File: config.mk
export PLATFORM = sky130hd
export DESIGN_NAME = nearest_palette_color_l1_core
export DESIGN_NICKNAME = d
export VERILOG_FILES = /design/src/design/npcl1_pkg.sv /design/src/design/npcl1_dist.sv /design/src/design/npcl1_select.sv /design/src/design/nearest_palette_color_l1_core.sv
export SDC_FILE = /design/constraint.sdc
export NUM_CORES = 1
export LEC_CHECK = 0
export CAP_MARGIN = 20
export CORE_MARGIN = 1
export CORE_UTILIZATION = 60
export CTS_CLUSTER_DIAMETER = 100
export DETAILED_ROUTE_END_ITERATION = 12
export DONT_BUFFER_PORTS = 1
export HOLD_SLACK_MARGIN = 0.1
export PLACE_DENSITY = 0.76
export SLEW_MARGIN = 0
export SYNTH_ARGS = -nofsm -noshare
export SYNTH_HDL_FRONTEND = slang
export SYNTH_HIERARCHICAL = 1
export SYNTH_SLANG_ARGS = --single-unit
File: constraint.sdc
create_clock -name clk -period 33.7 [get_ports clk]
set_input_delay 6.74 -clock clk [delete_from_list [all_inputs] [get_ports clk]]
set_output_delay 6.74 -clock clk [all_outputs]
set_load 0.03 [all_outputs]
File: src/design/npcl1_pkg.sv
// types, constants and helpers shared by the nearest palette color block
package npcl1_pkg;

    localparam int CH_W   = 8;
    localparam int IDX_W  = 3;
    localparam int DIST_W = 10;
    localparam int CFG_W  = 24;

    localparam logic [IDX_W-1:0] REG_COLOR_COUNT = 3'd0;
    localparam logic [IDX_W-1:0] REG_CENTER_ZERO = 3'd1;

    typedef struct packed {
        logic [CH_W-1:0] pix_ch2;
        logic [CH_W-1:0] pix_ch1;
        logic [CH_W-1:0] pix_ch0;
    } pix_t;

    typedef struct packed {
        logic [CH_W-1:0]  out_ch0;
        logic [CH_W-1:0]  out_ch1;
        logic [CH_W-1:0]  out_ch2;
        logic [IDX_W-1:0] center_index;
    } result_t;

    typedef struct packed {
        logic [CH_W-1:0] ch2;
        logic [CH_W-1:0] ch1;
        logic [CH_W-1:0] ch0;
    } center_t;

    function automatic logic [CH_W-1:0] abs_diff(input logic [CH_W-1:0] a,
                                                 input logic [CH_W-1:0] b);
        logic [CH_W-1:0] r;
        begin
            r = (a > b) ? (a - b) : (b - a);
            return r;
        end
    endfunction

endpackage

File: src/design/npcl1_dist.sv
// l1 distance between one pixel and one palette center
module npcl1_dist
    import npcl1_pkg::*;
(
    input  pix_t              pix,
    input  center_t           center,
    output logic [DIST_W-1:0] distance
);

    assign distance = DIST_W'(abs_diff(pix.pix_ch0, center.ch0))
                    + DIST_W'(abs_diff(pix.pix_ch1, center.ch1))
                    + DIST_W'(abs_diff(pix.pix_ch2, center.ch2));

endmodule

File: src/design/npcl1_select.sv
// picks the active center with the smallest distance, lowest index on ties
module npcl1_select
    import npcl1_pkg::*;
#(
    parameter int N = 7
)
(
    input  logic [N-1:0][DIST_W-1:0] distance,
    input  logic [N-1:0]             active,
    output logic [IDX_W-1:0]         best
);

    logic [DIST_W-1:0] best_dist;

    always_comb
    begin
        best      = '0;
        best_dist = '1;
        for (int i = 0; i < N; i++)
        begin
            if (active[i] && (distance[i] < best_dist))
            begin
                best_dist = distance[i];
                best      = IDX_W'(i);
            end
        end
    end

endmodule

File: src/design/nearest_palette_color_l1_core.sv
// top level of the nearest palette color block, l1 metric
//
// usage:
//   input beat: pix is taken at a rising edge with start high and busy low.
//   busy is always low, so a pixel can be taken in every cycle.
//   result beat: done is high for exactly one cycle with result holding the
//   nearest active center's channels and index; it is taken at the edge
//   that ends that cycle.
//   pipeline: a pixel taken at an edge passes the input register and then
//   the result register before done goes high for it.
//   throughput: one pixel per cycle, set by the parallel distance units
//   and a single compare chain between the two registers.
//   config: cfg_we writes register cfg_index with cfg_data at a rising edge;
//   index 0 is color_count (0 reads as 1, clamped to MAX_COLORS), indices
//   1 up to 7 are centers zero to six. write only while no pixel is in flight.
//   reset: color_count returns to 1, all centers to 0, the pipeline empties.
//   the receiver cannot stall; results are never held back.
module nearest_palette_color_l1_core
    import npcl1_pkg::*;
#(
    parameter int MAX_COLORS = 7
)
(
    input  logic             clk,
    input  logic             rst_n,
    input  logic             start,
    output logic             busy,
    input  pix_t             pix,
    output logic             done,
    output result_t          result,
    input  logic             cfg_we,
    input  logic [IDX_W-1:0] cfg_index,
    input  logic [CFG_W-1:0] cfg_data
);

    localparam logic [IDX_W-1:0] MAX_CNT = IDX_W'(MAX_COLORS);

    logic [IDX_W-1:0]                 color_count_reg;
    center_t [MAX_COLORS-1:0]         center_reg;
    logic                             in_valid_reg;
    pix_t                             pix_reg;
    logic                             done_reg;
    result_t                          result_reg;
    result_t                          result_next;
    logic [IDX_W-1:0]                 eff_count;
    logic [MAX_COLORS-1:0]            active;
    logic [MAX_COLORS-1:0][DIST_W-1:0] distance;
    logic [IDX_W-1:0]                 best;
    center_t                          chosen;

    assign busy = 1'b0;

    always_ff @(posedge clk or negedge rst_n)
    begin
        if (!rst_n)
        begin
            color_count_reg <= IDX_W'(1);
            center_reg      <= '0;
        end
        else if (cfg_we)
        begin
            if (cfg_index == REG_COLOR_COUNT)
            begin
                color_count_reg <= cfg_data[IDX_W-1:0];
            end
            for (int i = 0; i < MAX_COLORS; i++)
            begin
                if (cfg_index == IDX_W'(int'(REG_CENTER_ZERO) + i))
                begin
                    center_reg[i] <= center_t'(cfg_data);
                end
            end
        end
    end

    always_comb
    begin
        priority if (color_count_reg == '0)
        begin
            eff_count = IDX_W'(1);
        end
        else if (color_count_reg > MAX_CNT)
        begin
            eff_count = MAX_CNT;
        end
        else
        begin
            eff_count = color_count_reg;
        end
    end

    genvar g;
    generate
        for (g = 0; g < MAX_COLORS; g++)
        begin : g_dist
            assign active[g] = (IDX_W'(g) < eff_count);
            npcl1_dist u_dist
            (
                .pix      (pix_reg),
                .center   (center_reg[g]),
                .distance (distance[g])
            );
        end
    endgenerate

    npcl1_select #(.N(MAX_COLORS)) u_select
    (
        .distance (distance),
        .active   (active),
        .best     (best)
    );

    always_comb
    begin
        chosen = center_reg[0];
        for (int i = 0; i < MAX_COLORS; i++)
        begin
            if (best == IDX_W'(i))
            begin
                chosen = center_reg[i];
            end
        end
        result_next.out_ch0      = chosen.ch0;
        result_next.out_ch1      = chosen.ch1;
        result_next.out_ch2      = chosen.ch2;
        result_next.center_index = best;
    end

    always_ff @(posedge clk or negedge rst_n)
    begin
        if (!rst_n)
        begin
            in_valid_reg <= 1'b0;
            done_reg     <= 1'b0;
        end
        else
        begin
            in_valid_reg <= start && !busy;
            done_reg     <= in_valid_reg;
        end
    end

    always_ff @(posedge clk)
    begin
        if (start && !busy)
        begin
            pix_reg <= pix;
        end
        if (in_valid_reg)
        begin
            result_reg <= result_next;
        end
    end

    assign done   = done_reg;
    assign result = result_reg;

endmodule

Word-level counts from Yosys, hierarchy flattened
Cells that the tools add are included.
{"block": "totals", "ff_bits": 224, "out_inout_bits": 29, "input_bits": 55, "wordCells": 194}
{"block": "op_classes", "reduce_logical": 17, "magnitude_cmp": 36, "n_mux": 41, "eq_ne": 13, "n_addsub": 56}
{"op": "$sub 8x8->8", "count": 42}
{"op": "$gt 8x8->1", "count": 21}
{"op": "$mux 8", "count": 21}
{"op": "$mux 24", "count": 6}
{"op": "$add 10x8->10", "count": 7}
{"op": "$add 8x8->9", "count": 7}
{"op": "$lt 10x10->1", "count": 6}
{"op": "$mux 10", "count": 6}
{"op": "$eq 3x3->1 const B", "count": 7}
{"op": "$reduce_and 2->1", "count": 8}
{"op": "$mux 3", "count": 5}
{"op": "$eq 3x2->1 const B", "count": 4}
{"op": "$lt 10x10->1 const B", "count": 1}
{"op": "$lt 3x3->1 const A", "count": 3}
{"op": "$logic_and 1x1->1", "count": 7}
{"op": "$eq 3x1->1 const B", "count": 2}
{"op": "$logic_not 3->1", "count": 2}
{"op": "$lt 1x3->1 const A", "count": 2}
{"op": "$lt 2x3->1 const A", "count": 2}
{"op": "$mux 2", "count": 2}
{"op": "$gt 3x3->1 const B", "count": 1}
{"op": "$mux 1", "count": 1}

Longest topological paths before layout
{"block": "logic_depth", "ltp_word": 32, "ltp_mapped": 85, "ltp_nobuf": 73}

Modules after synthesis
Netlist, hierarchy kept.
{"mod": "npcl1_dist at g_dist[0].u_dist ...", "instances": 4, "area_each_um2": 2541.2, "cells_per_inst": 331, "seq_area_each_um2": 0.0}
{"mod": "nearest_palette_color_l1_core", "instances": 1, "area_each_um2": 9651.8, "cells_per_inst": 634, "seq_area_each_um2": 5861.9}
{"mod": "npcl1_dist at g_dist[6].u_dist", "instances": 1, "area_each_um2": 2587.5, "cells_per_inst": 329, "seq_area_each_um2": 0.0}
{"mod": "npcl1_dist at g_dist[1].u_dist", "instances": 1, "area_each_um2": 2571.2, "cells_per_inst": 323, "seq_area_each_um2": 0.0}
{"mod": "npcl1_select", "instances": 1, "area_each_um2": 2552.4, "cells_per_inst": 339, "seq_area_each_um2": 0.0}
{"mod": "npcl1_dist at g_dist[2].u_dist", "instances": 1, "area_each_um2": 2534.9, "cells_per_inst": 331, "seq_area_each_um2": 0.0}

Worst setup path before layout
Ideal clock, no wire load.
{"block": "synth_path", "path_kind": "flip-flop to flip-flop", "start": "register pix_reg[1] (netlist bit)", "end": "register result_reg, in the netlist result[11] (data pin)", "required_ns": 33.432, "stages_incl_launch_ff": 76, "n_path_buf": 10, "synth_period_minus_slack_ns": 15.586, "arrival_time_ns": 15.318, "slack_ns": 18.114, "setup_ns": 0.268, "path_cell_list": "edfxtp_1 > fa_1 > nand3_2 > a21boi_4 > o41ai_4 > mux2i_1 > xor2_1 > fa_1 > inv_1 > ha_1 > a21o_1 > a211oi_1 > nor2_1 > o22ai_1 > xor2_1 > nor2b_1 > ha_1 > nand4_1 > [... 40 more ...] > nor3_1 > or3b_1 > buf_4 > o21ai_4 > mux2_4 > ha_1 > nor2b_1 > o21ai_0 > nand2b_1 > a21oi_1 > o21ai_0 > a311o_1 > o21ai_1 > buf_2 > buf_2 > mux2_2 > a222oi_1 > o21ai_1"}
{"item": "start, declared", "line_no": "nearest_palette_color_l1_core.sv:41", "text": "pix_t pix_reg;"}
{"item": "start signal, assigned", "line_no": "nearest_palette_color_l1_core.sv:147", "text": "pix_reg <= pix;"}
{"item": "end signal, assigned", "line_no": "nearest_palette_color_l1_core.sv:151", "text": "result_reg <= result_next;"}
{"item": "end, declared", "line_no": "nearest_palette_color_l1_core.sv:43", "text": "result_t result_reg;"}

==> results.yml <==
worst_setup_path:
  critPathTopFamily: "compound AO/OA/AOI/OAI gates"
  worst-r2r-cell-count: 68
  most_repeated_library_cell_on_the_critical_path: "sky130_fd_sc_hd__ha_1"
  worst-path-max-fanout: 48
  nature_of_the_critical_path_endpoint: "flop"
  timing.critical_path.slowest_cell_delay_ps: 940
  crit_path_top_delay_cell: "sky130_fd_sc_hd__o41ai_4"
  worstReg2RegStart: "pix_reg[3]"
  cp_data_arrival_time_ps: 20880
  regToRegSetupSlack_ps: 13110
  timing.critical_path.buf_inv: 4
  timing.setup.critical_path_class: "flop to flop"
  worst-endpoint-required_ps: 33990
  setup.worst_path.start_class: "flop"
  reg2reg_to: "result[12]"
die:
  placementRows: 81
  floorplan.die.height_um: 225.8
  die-width_um: 225.8
  fp.dieArea_um2: 51000
  io_pins: 84
  core_area_um2: 49150
  floorplan.initialDensity_pct: 61.16
final_layout:
  layout.cells.most_common: "sky130_fd_sc_hd__inv_1"
  ratio_of_cells_with_drive_above_1_in_the_final_layout_pct: 11.77
  mostFrequentLayoutCells: "sky130_fd_sc_hd__inv_1, sky130_fd_sc_hd__ha_1, sky130_fd_sc_hd__a21oi_1, sky130_fd_sc_hd__mux2_2, sky130_fd_sc_hd__dfrtp_1"
  largest_register_ffs: 168
  area_growth_syn_to_layout_pct: 3.713
  design.final.nets: 3766
global_routing:
  grt_pass1_wl_mm: 146.5
  grt_remaining_overflow: 0
  largest_net_degree_at_the_start_of_global_routing: 174
  grt_antenna_before_repair: 7
  grt_usage_pct: 38.18
  first_global_vias: 24300
route:
  route.vias.total: 24950
  post-route-drc-count: 0
  detailedRoute.firstIterationViolations: 2047
  via_per_inst: 6.433
  drt-pass1-iter-count: 6
  wirelength_mm: 97.60
  wire_per_inst_um: 25.17
  postRouteAntennaNets: 0
logic_synthesis:
  synth-main-ff-cell: "sky130_fd_sc_hd__dfrtp_1"
  yosys.cell_types.count: 100
  ys_ff_latch: 224
  syn_area_per_cell_um2: 9.165
  synth-warning-count: 6
  postSynthCellCount: 3280
  synth_seq_area_share_pct: 19.50
  async_flop_share_pct: 77.23
  synth_enable_flop_cells: 51
  syn-cell-area_um2: 30060
clock_tree:
  clkLatencyLatePin_ps: 580
  cts-htree-levels: 1
  clock_sink_count: 224
  cts_made_buffers: 27
  cts-root-buf: "sky130_fd_sc_hd__clkbuf_16"
  cts.clk_slew.worst_paths_ps: 70
  clock_tree.buffer_depth: 3
  post_cts_sizing_count: 0
  cts.hold.buffers_added: 0
  post-cts-setup-buffers: 0
  tritoncts_clock_tree: "done"
sta:
  post-route-period-util_pct: 61.09
  hold_viol: 0
  finalSetupTns_ps: 0
  max_slew_margin_pct: 24.45
  rsz0062_at_grt: "false"
  period_needed_ps: 20590
  fin_worst_skew_ps: 24.28
  worst-slew-pin-transition_ps: 1133
  max_clock_freq_ghz: 0.04858
  setup_viol: 0
  max_slew_violation_count: 0
hold_path:
  whs_path_depth: 1
  min_delay_worst_endpoint: "center_reg[63]"
  hold_path_class: "flop to flop"
  worst_hold_startpoint: "center_reg[63]"
place:
  port_buffers: 0
  routabilityCongestion: 1.042
  dp.final_hpwl_mm: 77.86
run:
  cap_violations: 0
status:
  status: "finished, final reports clean"
[worst max-delay path by stage]
stage,end,depth (start not counted),start
after detailed placement,result[12],70,pix_reg[3]
after global placement,result[8],69,pix_reg[3]
after global routing,result[23],70,pix_reg[3]
after CTS,result[12],70,pix_reg[3]
after floorplan,result[11],75,pix_reg[1]
final,result[12],68,pix_reg[3]
[per-stage QoR]
stage	instance area [µm²]	hold WS, ps	worst slack [ps]	util, %	instances
3_5_place_dp	30290	523.1	13670	61.62	3825
2_1_floorplan	30070	496.4	18110	-	3282
6_report	31180	539.6	13110	63.43	3878
5_1_grt	31180	550.6	11970	63.43	3878
3_3_place_gp	30290	513.9	14140	61.62	3825
4_1_cts	31120	539.0	13640	63.31	3874
[metal layers]
| layer | global-route usage (%) | wire length, µm |
|---|---|---|
| met5 | 0 | 26 |
| met1 | 51.58 | 42730 |
| met2 | 59.68 | 42940 |
| met4 | 18.10 | 5060 |
| met3 | 5.933 | 6839 |
[kinds of logic after synthesis]
logic type               after synthesis  synth area share, %
AO/OA/AOI/OAI                        847                20.28
XOR/XNOR                             139                4.075
adder cells (fa/ha/maj)              519                24.22
buffers and inverters                666                9.244
flip-flops                           224                19.50
multiplexers                         377                13.61
other                                  2              0.02498
AND/OR/NAND/NOR                      506                9.048
[synthesized netlist by cell type (all sizes together) (32+ instances only)]
cell type	n	area [µm²]
a211oi	88	710.7
a21o	122	915.9
a21oi	235	1232
a31oi	48	300.3
buf	83	586.8
clkbuf	62	236.5
dfrtp	172	4304
edfxtp	51	1531
fa	105	2102
ha	414	5180
inv	521	1956
mux2	244	2759
mux2i	133	1331
nand2	126	475.5
nand3	58	320.3
nand3b	38	285.3
nand4	41	256.5
nor2	105	394.1
nor3	32	195.2
o21ai	131	711.9
o221ai	39	354.1
xnor2	84	743.2
xor2	55	481.7
[worst register-to-register path: cells and delay by family, from the launching register on]
family / cells / cell delay (ps)
AOI/OAI and AO/OA: 31 / 8950
DFF: 1 / 790
xor gates and xnor gates: 1 / 440
muxes: 4 / 1670
buffers and inverters: 4 / 1190
and+or+nand+nor: 19 / 3970
adders and majority gates: 9 / 3290
[area by class of cell]
class / instances / area (µm²)
Multi-Input combinational cell: 2392 / 21460
Timing Repair Buffer: 26 / 235.2
Antenna cell: 2 / 5.005
Fill cell: 4179 / 17970
Clock buffer: 37 / 723.2
Clock inverter: 12 / 106.4
Sequential cell: 224 / 5863
Inverter: 521 / 1956
Tap cell: 664 / 830.8
Power is not shown: default switching activity piles up to over one toggle a cycle in this logic, so the estimate is an artifact.
